### src/rtl/assert_macros.svh
// Assertion macros used by the top-level RTL file.
`ifndef ASSERT_MACROS_SVH
`define ASSERT_MACROS_SVH
`ifndef SYNTHESIS
// Concurrent property checked on the rising clock edge, disabled in reset.
`define ASSERT_PROP(lbl, clk, rst, prop) \
   lbl: assert property (@(posedge clk) disable iff (rst) (prop)) \
      else $error("assertion failed");
// Antecedent implies consequent in the next cycle.
`define ASSERT_NEXT(lbl, clk, rst, ante, cons) \
   lbl: assert property (@(posedge clk) disable iff (rst) (ante) |=> (cons)) \
      else $error("assertion failed");
`else
`define ASSERT_PROP(lbl, clk, rst, prop)
`define ASSERT_NEXT(lbl, clk, rst, ante, cons)
`endif
`endif

### src/rtl/bsd_pkg.sv
// Package: constants and types of the biphase sync deframer.
`default_nettype none
package bsd_pkg;
   localparam int unsigned CSR_INDEX_WIDTH = 2;
   localparam int unsigned CSR_DATA_WIDTH  = 32;

   localparam logic [CSR_INDEX_WIDTH-1:0] CSR_FRAME_LENGTH  = 2'd0;
   localparam logic [CSR_INDEX_WIDTH-1:0] CSR_SYNC_INVERTED = 2'd1;
   localparam logic [CSR_INDEX_WIDTH-1:0] CSR_SYNC_NORMAL   = 2'd2;

   localparam logic [7:0]  FRAME_LENGTH_RESET  = 8'd33;
   localparam logic [31:0] SYNC_INVERTED_RESET = 32'h6566_A5AA;
   localparam logic [31:0] SYNC_NORMAL_RESET   = 32'h9A99_5A55;

   typedef struct packed {
      logic [7:0] data_byte;
      logic [7:0] byte_index;
      logic       last_of_frame;
      logic       polarity_inverted;
   } rsp_type;
endpackage
`default_nettype wire

### src/rtl/bsd_req_if.sv
// Interface: raw byte input channel.
`default_nettype none
interface bsd_req_if;
   logic       valid;
   logic       ready;
   logic [7:0] raw_byte;
   modport source (output valid, output raw_byte, input ready);
   modport sink (input valid, input raw_byte, output ready);
endinterface
`default_nettype wire

### src/rtl/bsd_rsp_if.sv
// Interface: decoded byte result channel.
`default_nettype none
interface bsd_rsp_if;
   logic       valid;
   logic       ready;
   logic [7:0] data_byte;
   logic [7:0] byte_index;
   logic       last_of_frame;
   logic       polarity_inverted;
   modport source (output valid, output data_byte, output byte_index,
                   output last_of_frame, output polarity_inverted, input ready);
   modport sink (input valid, input data_byte, input byte_index,
                 input last_of_frame, input polarity_inverted, output ready);
endinterface
`default_nettype wire

### src/rtl/bsd_csr_if.sv
// Interface: register write channel.
`default_nettype none
interface bsd_csr_if;
   import bsd_pkg::*;
   logic                       valid;
   logic                       ready;
   logic [CSR_INDEX_WIDTH-1:0] index;
   logic [CSR_DATA_WIDTH-1:0]  data;
   modport source (output valid, output index, output data, input ready);
   modport sink (input valid, input index, input data, output ready);
endinterface
`default_nettype wire

### src/rtl/biphase_sync_deframer.sv
// Top level: biphase sync deframer with sync word search and byte output.
// A completed data byte is registered into out_ff, or into skid_ff while rsp stalls.
// Throughput: one raw byte per cycle while skid is empty; eight bit steps, combinational.
// A two-entry result buffer (output register plus skid) lets req run on while rsp stalls.
// Reset (synchronous, active high): searching, history and counters cleared,
// registers back to frame length 33 and the default sync words.
`default_nettype none
`include "assert_macros.svh"
module biphase_sync_deframer (
   input wire logic clock,
   input wire logic reset,
   bsd_req_if.sink   req_chan,
   bsd_rsp_if.source rsp_chan,
   bsd_csr_if.sink   csr_chan
);
   import bsd_pkg::*;

   // configuration registers
   logic [7:0]  frame_length_ff;
   logic [31:0] sync_inverted_ff;
   logic [31:0] sync_normal_ff;

   // deframer state
   logic [31:0] bit_history_ff, bit_history_in;
   logic [3:0]  half_bit_phase_ff, half_bit_phase_in;
   logic [7:0]  assembly_byte_ff, assembly_byte_in;
   logic        searching_ff, searching_in;
   logic [7:0]  frame_position_ff, frame_position_in;
   logic        invert_flag_ff, invert_flag_in;

   // result buffer: output register and skid entry
   rsp_type res_in;
   logic    res_valid_in;
   rsp_type out_ff, skid_ff;
   logic    out_valid_ff, skid_valid_ff;

   logic req_beat, rsp_beat, push;

   // req may run while the output waits, as long as the skid entry is free
   assign req_chan.ready = !skid_valid_ff;
   assign req_beat       = req_chan.valid && req_chan.ready;
   assign rsp_beat       = out_valid_ff && rsp_chan.ready;
   assign push           = req_beat && res_valid_in;

   assign csr_chan.ready = 1'b1;

   assign rsp_chan.valid             = out_valid_ff;
   assign rsp_chan.data_byte         = out_ff.data_byte;
   assign rsp_chan.byte_index        = out_ff.byte_index;
   assign rsp_chan.last_of_frame     = out_ff.last_of_frame;
   assign rsp_chan.polarity_inverted = out_ff.polarity_inverted;

   // Eight chained bit steps, MSB first. Each step shifts the history,
   // collects the first half of each Manchester pair and either searches
   // for a sync word or advances the half-bit phase. A byte needs 16 line
   // bits, so one raw byte yields at most one result.
   always_comb begin
      logic [7:0] raw;
      logic       bit_d;
      logic       hit_inv;
      logic       last;
      raw               = req_chan.raw_byte;
      bit_d             = 1'b0;
      hit_inv           = 1'b0;
      last              = 1'b0;
      bit_history_in    = bit_history_ff;
      half_bit_phase_in = half_bit_phase_ff;
      assembly_byte_in  = assembly_byte_ff;
      searching_in      = searching_ff;
      frame_position_in = frame_position_ff;
      invert_flag_in    = invert_flag_ff;
      res_valid_in      = 1'b0;
      res_in            = '0;
      for (int i = 0; i < 8; i++) begin
         bit_d          = raw[7];
         raw            = {raw[6:0], 1'b0};
         bit_history_in = {bit_history_in[30:0], bit_d};
         // assembly keeps shifting during search; cleared on a sync match
         if (!half_bit_phase_in[0]) begin
            assembly_byte_in = {assembly_byte_in[6:0], bit_d};
         end
         if (searching_in) begin
            hit_inv = (bit_history_in == sync_inverted_ff);
            // equal sync words: inverted wins
            if (hit_inv || (bit_history_in == sync_normal_ff)) begin
               searching_in      = 1'b0;
               half_bit_phase_in = '0;
               frame_position_in = '0;
               assembly_byte_in  = '0;
               invert_flag_in    = hit_inv;
            end
         end else begin
            half_bit_phase_in = half_bit_phase_in + 4'd1;
            if (half_bit_phase_in == 4'd0) begin
               res_in.data_byte  = invert_flag_in ? ~assembly_byte_in : assembly_byte_in;
               res_in.byte_index = frame_position_in;
               frame_position_in = frame_position_in + 8'd1;
               // a zero frame length acts as one; position wrap also ends the frame
               last = (frame_position_in == 8'd0) || (frame_position_in >= frame_length_ff);
               if (last) begin
                  searching_in = 1'b1;
               end
               res_in.last_of_frame     = last;
               res_in.polarity_inverted = invert_flag_in;
               res_valid_in             = 1'b1;
            end
         end
      end
   end

   // deframer state advances once per accepted beat
   always_ff @(posedge clock) begin
      if (reset) begin
         bit_history_ff    <= '0;
         half_bit_phase_ff <= '0;
         assembly_byte_ff  <= '0;
         searching_ff      <= 1'b1;
         frame_position_ff <= '0;
         invert_flag_ff    <= 1'b0;
      end else if (req_beat) begin
         bit_history_ff    <= bit_history_in;
         half_bit_phase_ff <= half_bit_phase_in;
         assembly_byte_ff  <= assembly_byte_in;
         searching_ff      <= searching_in;
         frame_position_ff <= frame_position_in;
         invert_flag_ff    <= invert_flag_in;
      end
   end

   // register writes; unknown indexes are dropped
   always_ff @(posedge clock) begin
      if (reset) begin
         frame_length_ff  <= FRAME_LENGTH_RESET;
         sync_inverted_ff <= SYNC_INVERTED_RESET;
         sync_normal_ff   <= SYNC_NORMAL_RESET;
      end else if (csr_chan.valid && csr_chan.ready) begin
         case (csr_chan.index)
            CSR_FRAME_LENGTH:  frame_length_ff  <= csr_chan.data[7:0];
            CSR_SYNC_INVERTED: sync_inverted_ff <= csr_chan.data;
            CSR_SYNC_NORMAL:   sync_normal_ff   <= csr_chan.data;
            default: ;
         endcase
      end
   end

   // result buffer control: skid drains first, new results fill the free slot
   always_ff @(posedge clock) begin
      if (reset) begin
         out_valid_ff  <= 1'b0;
         skid_valid_ff <= 1'b0;
      end else if (skid_valid_ff) begin
         if (rsp_beat) begin
            skid_valid_ff <= 1'b0;
         end
      end else if (push) begin
         if (out_valid_ff && !rsp_beat) begin
            skid_valid_ff <= 1'b1;
         end else begin
            out_valid_ff <= 1'b1;
         end
      end else if (rsp_beat) begin
         out_valid_ff <= 1'b0;
      end
   end

   // result payload, no reset
   always_ff @(posedge clock) begin
      if (skid_valid_ff) begin
         if (rsp_beat) begin
            out_ff <= skid_ff;
         end
      end else if (push) begin
         if (out_valid_ff && !rsp_beat) begin
            skid_ff <= res_in;
         end else begin
            out_ff <= res_in;
         end
      end
   end

   // skid entry only ever sits behind a full output register
   `ASSERT_PROP(a_skid_behind_out, clock, reset, !skid_valid_ff || out_valid_ff)
   // half-bit phase is zero whenever the search is running
   `ASSERT_PROP(a_phase_zero_searching, clock, reset, !searching_ff || (half_bit_phase_ff == 4'd0))
   // a result arriving at a stalled output lands in the skid entry
   `ASSERT_NEXT(a_stall_to_skid, clock, reset, push && out_valid_ff && !rsp_beat, skid_valid_ff)

endmodule
`default_nettype wire
### src/flat_wrapper.sv
// flat-port wrapper written by rule: the top's interface ports become plain ports
module biphase_sync_deframer_flat import bsd_pkg::*;
  (clock, reset, req_chan_valid, req_chan_raw_byte, req_chan_ready, rsp_chan_valid, rsp_chan_data_byte, rsp_chan_byte_index, rsp_chan_last_of_frame, rsp_chan_polarity_inverted, rsp_chan_ready, csr_chan_valid, csr_chan_index, csr_chan_data, csr_chan_ready);
  bsd_req_if req_chan_i ();
  bsd_rsp_if rsp_chan_i ();
  bsd_csr_if csr_chan_i ();
  input wire logic clock;
  input wire logic reset;
  input wire logic [$bits(req_chan_i.valid)-1:0] req_chan_valid;
  input wire logic [$bits(req_chan_i.raw_byte)-1:0] req_chan_raw_byte;
  output wire logic [$bits(req_chan_i.ready)-1:0] req_chan_ready;
  output wire logic [$bits(rsp_chan_i.valid)-1:0] rsp_chan_valid;
  output wire logic [$bits(rsp_chan_i.data_byte)-1:0] rsp_chan_data_byte;
  output wire logic [$bits(rsp_chan_i.byte_index)-1:0] rsp_chan_byte_index;
  output wire logic [$bits(rsp_chan_i.last_of_frame)-1:0] rsp_chan_last_of_frame;
  output wire logic [$bits(rsp_chan_i.polarity_inverted)-1:0] rsp_chan_polarity_inverted;
  input wire logic [$bits(rsp_chan_i.ready)-1:0] rsp_chan_ready;
  input wire logic [$bits(csr_chan_i.valid)-1:0] csr_chan_valid;
  input wire logic [$bits(csr_chan_i.index)-1:0] csr_chan_index;
  input wire logic [$bits(csr_chan_i.data)-1:0] csr_chan_data;
  output wire logic [$bits(csr_chan_i.ready)-1:0] csr_chan_ready;
  assign req_chan_i.valid = req_chan_valid;
  assign req_chan_i.raw_byte = req_chan_raw_byte;
  assign req_chan_ready = req_chan_i.ready;
  assign rsp_chan_valid = rsp_chan_i.valid;
  assign rsp_chan_data_byte = rsp_chan_i.data_byte;
  assign rsp_chan_byte_index = rsp_chan_i.byte_index;
  assign rsp_chan_last_of_frame = rsp_chan_i.last_of_frame;
  assign rsp_chan_polarity_inverted = rsp_chan_i.polarity_inverted;
  assign rsp_chan_i.ready = rsp_chan_ready;
  assign csr_chan_i.valid = csr_chan_valid;
  assign csr_chan_i.index = csr_chan_index;
  assign csr_chan_i.data = csr_chan_data;
  assign csr_chan_ready = csr_chan_i.ready;
  biphase_sync_deframer u_core (.clock(clock), .reset(reset), .req_chan(req_chan_i), .rsp_chan(rsp_chan_i), .csr_chan(csr_chan_i));
endmodule
### config.mk
export PLATFORM = sky130hd
export DESIGN_NAME = biphase_sync_deframer_flat
export DESIGN_NICKNAME = d
export VERILOG_FILES = /design/src/rtl/bsd_pkg.sv /design/src/rtl/bsd_req_if.sv /design/src/rtl/bsd_rsp_if.sv /design/src/rtl/bsd_csr_if.sv /design/src/rtl/biphase_sync_deframer.sv /design/src/flat_wrapper.sv
export VERILOG_INCLUDE_DIRS = /design/src /design/src/rtl
export SDC_FILE = /design/constraint.sdc
export NUM_CORES = 1
export LEC_CHECK = 0
export ABC_AREA = 1
export BUFFER_PORTS_ARGS = -buffer_cell sky130_fd_sc_hd__buf_2
export CORE_MARGIN = 4
export CORE_UTILIZATION = 60
export CTS_CLUSTER_SIZE = 30
export DETAILED_ROUTE_END_ITERATION = 12
export GPL_TIMING_DRIVEN = 0
export PLACE_DENSITY = 0.77
export SKIP_LAST_GASP = 1
export SYNTH_ARGS = -nofsm -noshare
export SYNTH_HDL_FRONTEND = slang
export SYNTH_SLANG_ARGS = --single-unit
### constraint.sdc
create_clock -name clock -period 33.3 [get_ports clock]
set_clock_uncertainty 0.15 [all_clocks]
set_input_delay 4.995 -clock clock [delete_from_list [all_inputs] [get_ports clock]]
set_output_delay 4.995 -clock clock [all_outputs]
set_load 0.1 [all_outputs]
## Yosys cells after proc, flatten, opt, wreduce, memory -nomap -nowiden

Index checks and enable logic that the tools add are counted.

| cells by class | value |
|---|---|
| equality and inequality tests | 21 |
| magnitude comparators | 8 |
| add/sub/neg operators | 16 |
| reduce and logical (&&, ||, !) cells | 47 |
| multiplexer cells | 163 |
| bitwise gates (word level) | 9 |

Operators by type and width:

| cell | number |
|---|---|
| 32-bit equality test | 16 |
| 8-bit two-way mux | 56 |
| 18-bit two-way mux | 20 |
| 1-bit two-way mux | 71 |
| 8-bit by 1-bit adder with 8-bit output, second input constant | 8 |
| 8-bit greater-or-equal comparator | 8 |
| 8-bit logical NOT | 8 |
| 4-bit two-way mux | 16 |
| 8-bit inverter | 8 |
| 4-bit by 1-bit adder with 4-bit output, second input constant | 8 |
| 4-bit logical NOT | 8 |
| 1-bit logical OR | 16 |
| 3-bit AND reduction | 3 |
| 2-bit AND reduction | 3 |
| 1-bit logical AND | 4 |
| 2-bit != test, second input constant | 2 |
| 2-bit nonzero test | 2 |
| 2-bit by 1-bit equality test with 1-bit output, second input constant | 1 |
| 2-bit equality test, second input constant | 1 |
| 1-bit logical NOT | 2 |
| 2-bit logical NOT | 1 |
| 2-bit by 1-bit != test with 1-bit output, second input constant | 1 |
| 1-bit inverter | 1 |

| storage, ports and cells | value |
|---|---|
| bits in registers | 163 |
| logic and storage cells | 283 |

## Longest topological paths before layout

| logic depth | value |
|---|---|
| depth in word-level cells | 34 |
| depth in mapped cells | 85 |
| depth with buffers taken out | 82 |

## Worst setup path after synthesis

Ideal clock, no wire load.

| timing path | value |
|---|---|
| path kind | input -> register |
| start | input req_chan_raw_byte[7] |
| end | register u_core.out_ff (netlist bit u_core.rsp_chan.byte_index[0]), enable pin |
| data required time | 32751 ps |
| cell stages on the path | 68 |
| slack | 18530 ps |
| buffers on the path | 5 |
| library setup time | 399 ps |
| arrival time | 14221 ps |
| path through | buf_6 -> inv_4 -> nand2_1 -> nand2_1 -> nand2_1 -> nor2_1 -> nand2_1 -> nor2_1 -> nand2_2 -> nand4_1 -> nand2_1 -> buf_4 -> ha_1 -> nand2_1 -> inv_2 -> nand3_4 -> buf_6 -> nand2_1 -> (+32 left out) -> o21ai_4 -> ha_1 -> ha_1 -> a21boi_0 -> o21a_1 -> o21a_1 -> o211ai_1 -> nand2_1 -> a21oi_1 -> nor2_1 -> o21ai_0 -> nand2_2 -> nor2_8 -> nand2_4 -> buf_6 -> nand3_2 -> nand2_1 -> a21oi_1 |

| on the way | value |
|---|---|
| cells in the longest elaborated chain, start to end | 33 |
| elaborated cells on any way between the ends | 133 |

Ends and longest elaborated chain:

| element | RTL line | text |
|---|---|---|
| start, declared | flat_wrapper.sv:10 | `input wire logic [$bits(req_chan_i.raw_byte)-1:0] req_chan_raw_byte;` |
| 32-bit equality test, on equally long branches | biphase_sync_deframer.sv:83, biphase_sync_deframer.sv:85 |  |
| 1-bit logical OR | biphase_sync_deframer.sv:85 | `if (hit_inv \|\| (bit_history_in == sync_normal_ff)) begin` |
| 4-bit two-way mux | biphase_sync_deframer.sv:85 |  |
| 4-bit two-way mux | biphase_sync_deframer.sv:82 | `if (searching_in) begin` |
| 4-bit by 1-bit adder with 4-bit output | biphase_sync_deframer.sv:93 | `half_bit_phase_in = half_bit_phase_in + 4'd1;` |
| 4-bit logical NOT | biphase_sync_deframer.sv:94 | `if (half_bit_phase_in == 4'd0) begin` |
| 8-bit two-way mux | biphase_sync_deframer.sv:94 |  |
| 8-bit two-way mux | biphase_sync_deframer.sv:82 |  |
| (+17 left out) | - |  |
| 4-bit two-way mux | biphase_sync_deframer.sv:82 |  |
| 4-bit by 1-bit adder with 4-bit output | biphase_sync_deframer.sv:93 |  |
| 4-bit logical NOT | biphase_sync_deframer.sv:94 |  |
| 1-bit two-way mux | biphase_sync_deframer.sv:94 |  |
| 1-bit two-way mux (*) | biphase_sync_deframer.sv:82 |  |
| 1-bit logical AND (*) | biphase_sync_deframer.sv:43 | `assign push = req_beat && res_valid_in;` |
| 2-bit nonzero test (no line) (*) | - |  |
| 3-bit AND reduction (no line) (*) | - |  |
| end signal, assigned | biphase_sync_deframer.sv:170 | `out_ff <= skid_ff;` |
| end signal, assigned | biphase_sync_deframer.sv:176 | `out_ff <= res_in;` |
| end, declared | biphase_sync_deframer.sv:34 | `rsp_type out_ff, skid_ff;` |

Every way passes the cells marked *; elsewhere a longest branch is shown, timed or not.
A chain may end at the register's enable or synchronous reset.

## Worst setup path in the final report

| timing path | value |
|---|---|
| start | input req_chan_raw_byte[7] |
| end | register u_core.out_ff (netlist bit u_core.rsp_chan.last_of_frame), enable pin |

The elaborated chain is that of the path after synthesis.

==> results.toml <==
[layout]
register_area_um2 = 3620
area_growth_pct = 6.89
n_fill_cell = 3586
multiInputGateArea_um2 = 16400
drive_above_1_share_pct = 14.6
layout.nets = 3853
final_util_pct = 64.8

[timing]
relSlewSlack_pct = 9.62
fmax_mhz = 62.4
finalMaxSlewViolations = 0
setup_viol = 0
fin_crit_sh_pct = 48.1
tightest_slew_ns = 1.36
finalHoldViolations = 0
fin_setup_tns_ns = 0
rsz0062_at_grt = "false"
min_period_ns = 16.02

[setup_path]
cp.buffers_inverters = 9
crit_required_ns = 33.26
arrival_ns = 15.98
crit_fanout = 18
slowest_stage = "a21oi_2"
criticalPathCategory = "input port to flop"
cp-end-kind = "flop"
critPathTopFamily = "simple AND/OR/NAND/NOR gates"
slowest_delay_ns = 0.82
setup.worst_path.start_class = "input port"
cp_common_cell = "nand2_1"

[floorplan]
die-width_um = 203
ios = 68
die_area_um2 = 41200
initial_utilization_pct = 60.6
die_h_um = 203
rows = 71
fp.coreArea_um2 = 37600

[clock_network]
cts_tree = "built"
cts_buffers = 17
clk_latency_ns = 0.48
post_cts_buffers = 0
postCtsHoldBufs = 0
ctsLongestPathBuffers = 2
h-tree-depth = 4
path_clk_slew_ns = 0.08
cts-resized-gates = 0
clock_sinks = 163
cts_root_buf = "clkbuf_16"

[pwr]
ir_drop_v = 0.0000432
power.total_mw = 0.954
powerDensity_nw_per_um2 = 39.1
p_leak_nw = 10.9

[logic_synthesis]
synth_top_cell_area_share_pct = 18.9
syn_avg_cell_area_um2 = 6.27
synthCells = 3637
yosysWarnings = 0
synth_cell_type_count = 68
synthTopCellsByArea = "nand2_1 (19%), dfxtp_1 (11%), xnor2_1 (7.8%), ha_1 (4.8%), edfxtp_1 (4.7%)"
yosysSeqAreaShare_pct = 15.9
ys_seq_elements = 163
async_reset_ff_share_pct = 0
syn_nets = 3771
synth_area_leader_cell = "nand2_1"
synth-edff-count = 36
netlist_area_um2 = 22800
synth_top_flop_cell = "dfxtp_1"

[run_status]
outcome = "finished, final reports clean"

[place]
place_congestion = 1.15
portBuffers = 63
dp_hpwl_um = 76000

[routing]
route.detailed.drc = 0
wl_um = 99000
drt_iter0_markers = 3398
vias_per_cell = 6.39
wl_per_cell_um = 23.3
vias = 27101
firstDrtPassIters = 12
route.antenna.remaining_nets = 0

[hold_path]
hold_class = "flop to flop"

[run]
drv_cap = 0

[global_route]
overflow = 0
grt_pass1_wl_um = 148000
antenna_found_initial = 3
grt_use_total_pct = 46.5
grt_max_degree = 21
grt_pass1_vias = 25004
path summary, 6_finish.rpt:
| kind | start | end | slack, ns | depth (start not counted) |
|---|---|---|---|---|
| max | req_chan_raw_byte[7] | u_core.rsp_chan.last_of_frame$_DFFE_PP_ | 17.28 | 71 |
| min | u_core.assembly_byte_ff[3]$_SDFFE_PP0P_ | u_core.assembly_byte_ff[3]$_SDFFE_PP0P_ | 0.35 | 2 |
| max reg2reg | u_core.frame_position_ff[5]$_SDFFE_PP0P_ | u_core.rsp_chan.last_of_frame$_DFFE_PP_ | 20.83 | 69 |
| min reg2reg | u_core.assembly_byte_ff[3]$_SDFFE_PP0P_ | u_core.assembly_byte_ff[3]$_SDFFE_PP0P_ | 0.35 | 2 |
worst register-to-register path: cells and delay by family (launching register included):
kind                     cells  cell delay [ns]
flip-flops                   1             0.67
AO/OA/AOI/OAI               23             4.12
adder cells (fa/ha/maj)      7             1.97
AND/OR/NAND/NOR             31             3.97
buffers and inverters        8             1.22
placed cells by master, fill, tap and decap left out, drive strengths merged, types with 14 or more instances in the layout:
cell type / instances
dfxtp: 127
inv: 305
nand2: 1244
o2111ai: 27
o22ai: 15
buf: 213
o21a: 15
o211ai: 66
or2: 14
clkbuf: 99
nand3: 230
xnor2: 204
nand4: 130
ha: 87
nor4: 34
clkinv: 14
edfxtp: 36
nor3: 19
o21ai: 242
xor2: 121
a21oi: 165
nor2: 264
through the flow:
step	hold WS [ns]	instances	setup slack (ns)	cell area (um^2)
floorplan	0.300	3637	18.53	22800
global placement	0.319	4211	16.95	23700
detailed placement	0.337	4211	17.10	23700
CTS	0.348	4243	17.52	24400
global route	0.369	4244	16.37	24400
finish	0.349	4244	17.28	24400
final cells by class:
cell class,count,area share [%]
multi-input cells,2937,67.5
flip-flops and latches,163,14.9
plain buffers,233,6.25
inverters,304,4.97
well taps,511,2.62
clock buffers,17,1.75
repair buffers,63,1.29
clock inverters,15,0.755
diodes,1,0.0103
cell families (layout without fill, tap and decap cells):
logic type | count (synthesis) | in the layout | share of synthesized area (%)
and+or+nand+nor | 1945 | 1945 | 39.2
AOI/OAI and AO/OA | 578 | 578 | 15.6
buffers and inverters | 537 | 632 | 12.0
xor gates and xnor gates | 325 | 325 | 12.5
DFF | 163 | 163 | 15.9
adders and majority gates | 87 | 87 | 4.78
other | 1 | 2 | 0.0165
muxes | 1 | 1 | 0.0439
layer usage:
metal  part of all wire, %  track usage [%]  vias to the layer above
met4                    11             38.9                        4
met2                    42             72.0                     2023
met1                    35             54.8                    12376
met3                    12             10.2                      574
li1                      -                -                    12124
met5                 0.027                0                        -
flip-flops by register name, summed over array words and instances, names as in the netlist, 4 cells and up:
| name | cells |
|---|---|
| u_core.assembly_byte_ff | 8 |
| u_core.bit_history_ff | 31 |
| u_core.frame_length_ff | 8 |
| u_core.frame_position_ff | 8 |
| u_core.half_bit_phase_ff | 4 |
| u_core.rsp_chan.byte_index | 8 |
| u_core.rsp_chan.data_byte | 8 |
| u_core.skid_ff | 18 |
| u_core.sync_inverted_ff | 32 |
| u_core.sync_normal_ff | 32 |
report_power, final:
| part | switching (mW) | leakage (nW) | total [mW] | internal [mW] |
|---|---|---|---|---|
| logic | 0.350 | 9.17 | 0.519 | 0.169 |
| clock network | 0.108 | 0.299 | 0.211 | 0.103 |
| registers | 0.0100 | 1.40 | 0.224 | 0.214 |
synthesized netlist by cell type (all sizes together) (36+ instances only):
cell    instances
buf           150
nor2          264
xor2          121
edfxtp         36
ha             87
o211ai         66
clkbuf         82
nand2        1244
dfxtp         127
nand3         230
a21oi         165
o21ai         242
nand4         130
xnor2         204
inv           294
Note: power is estimated with default switching activity, not from simulation.
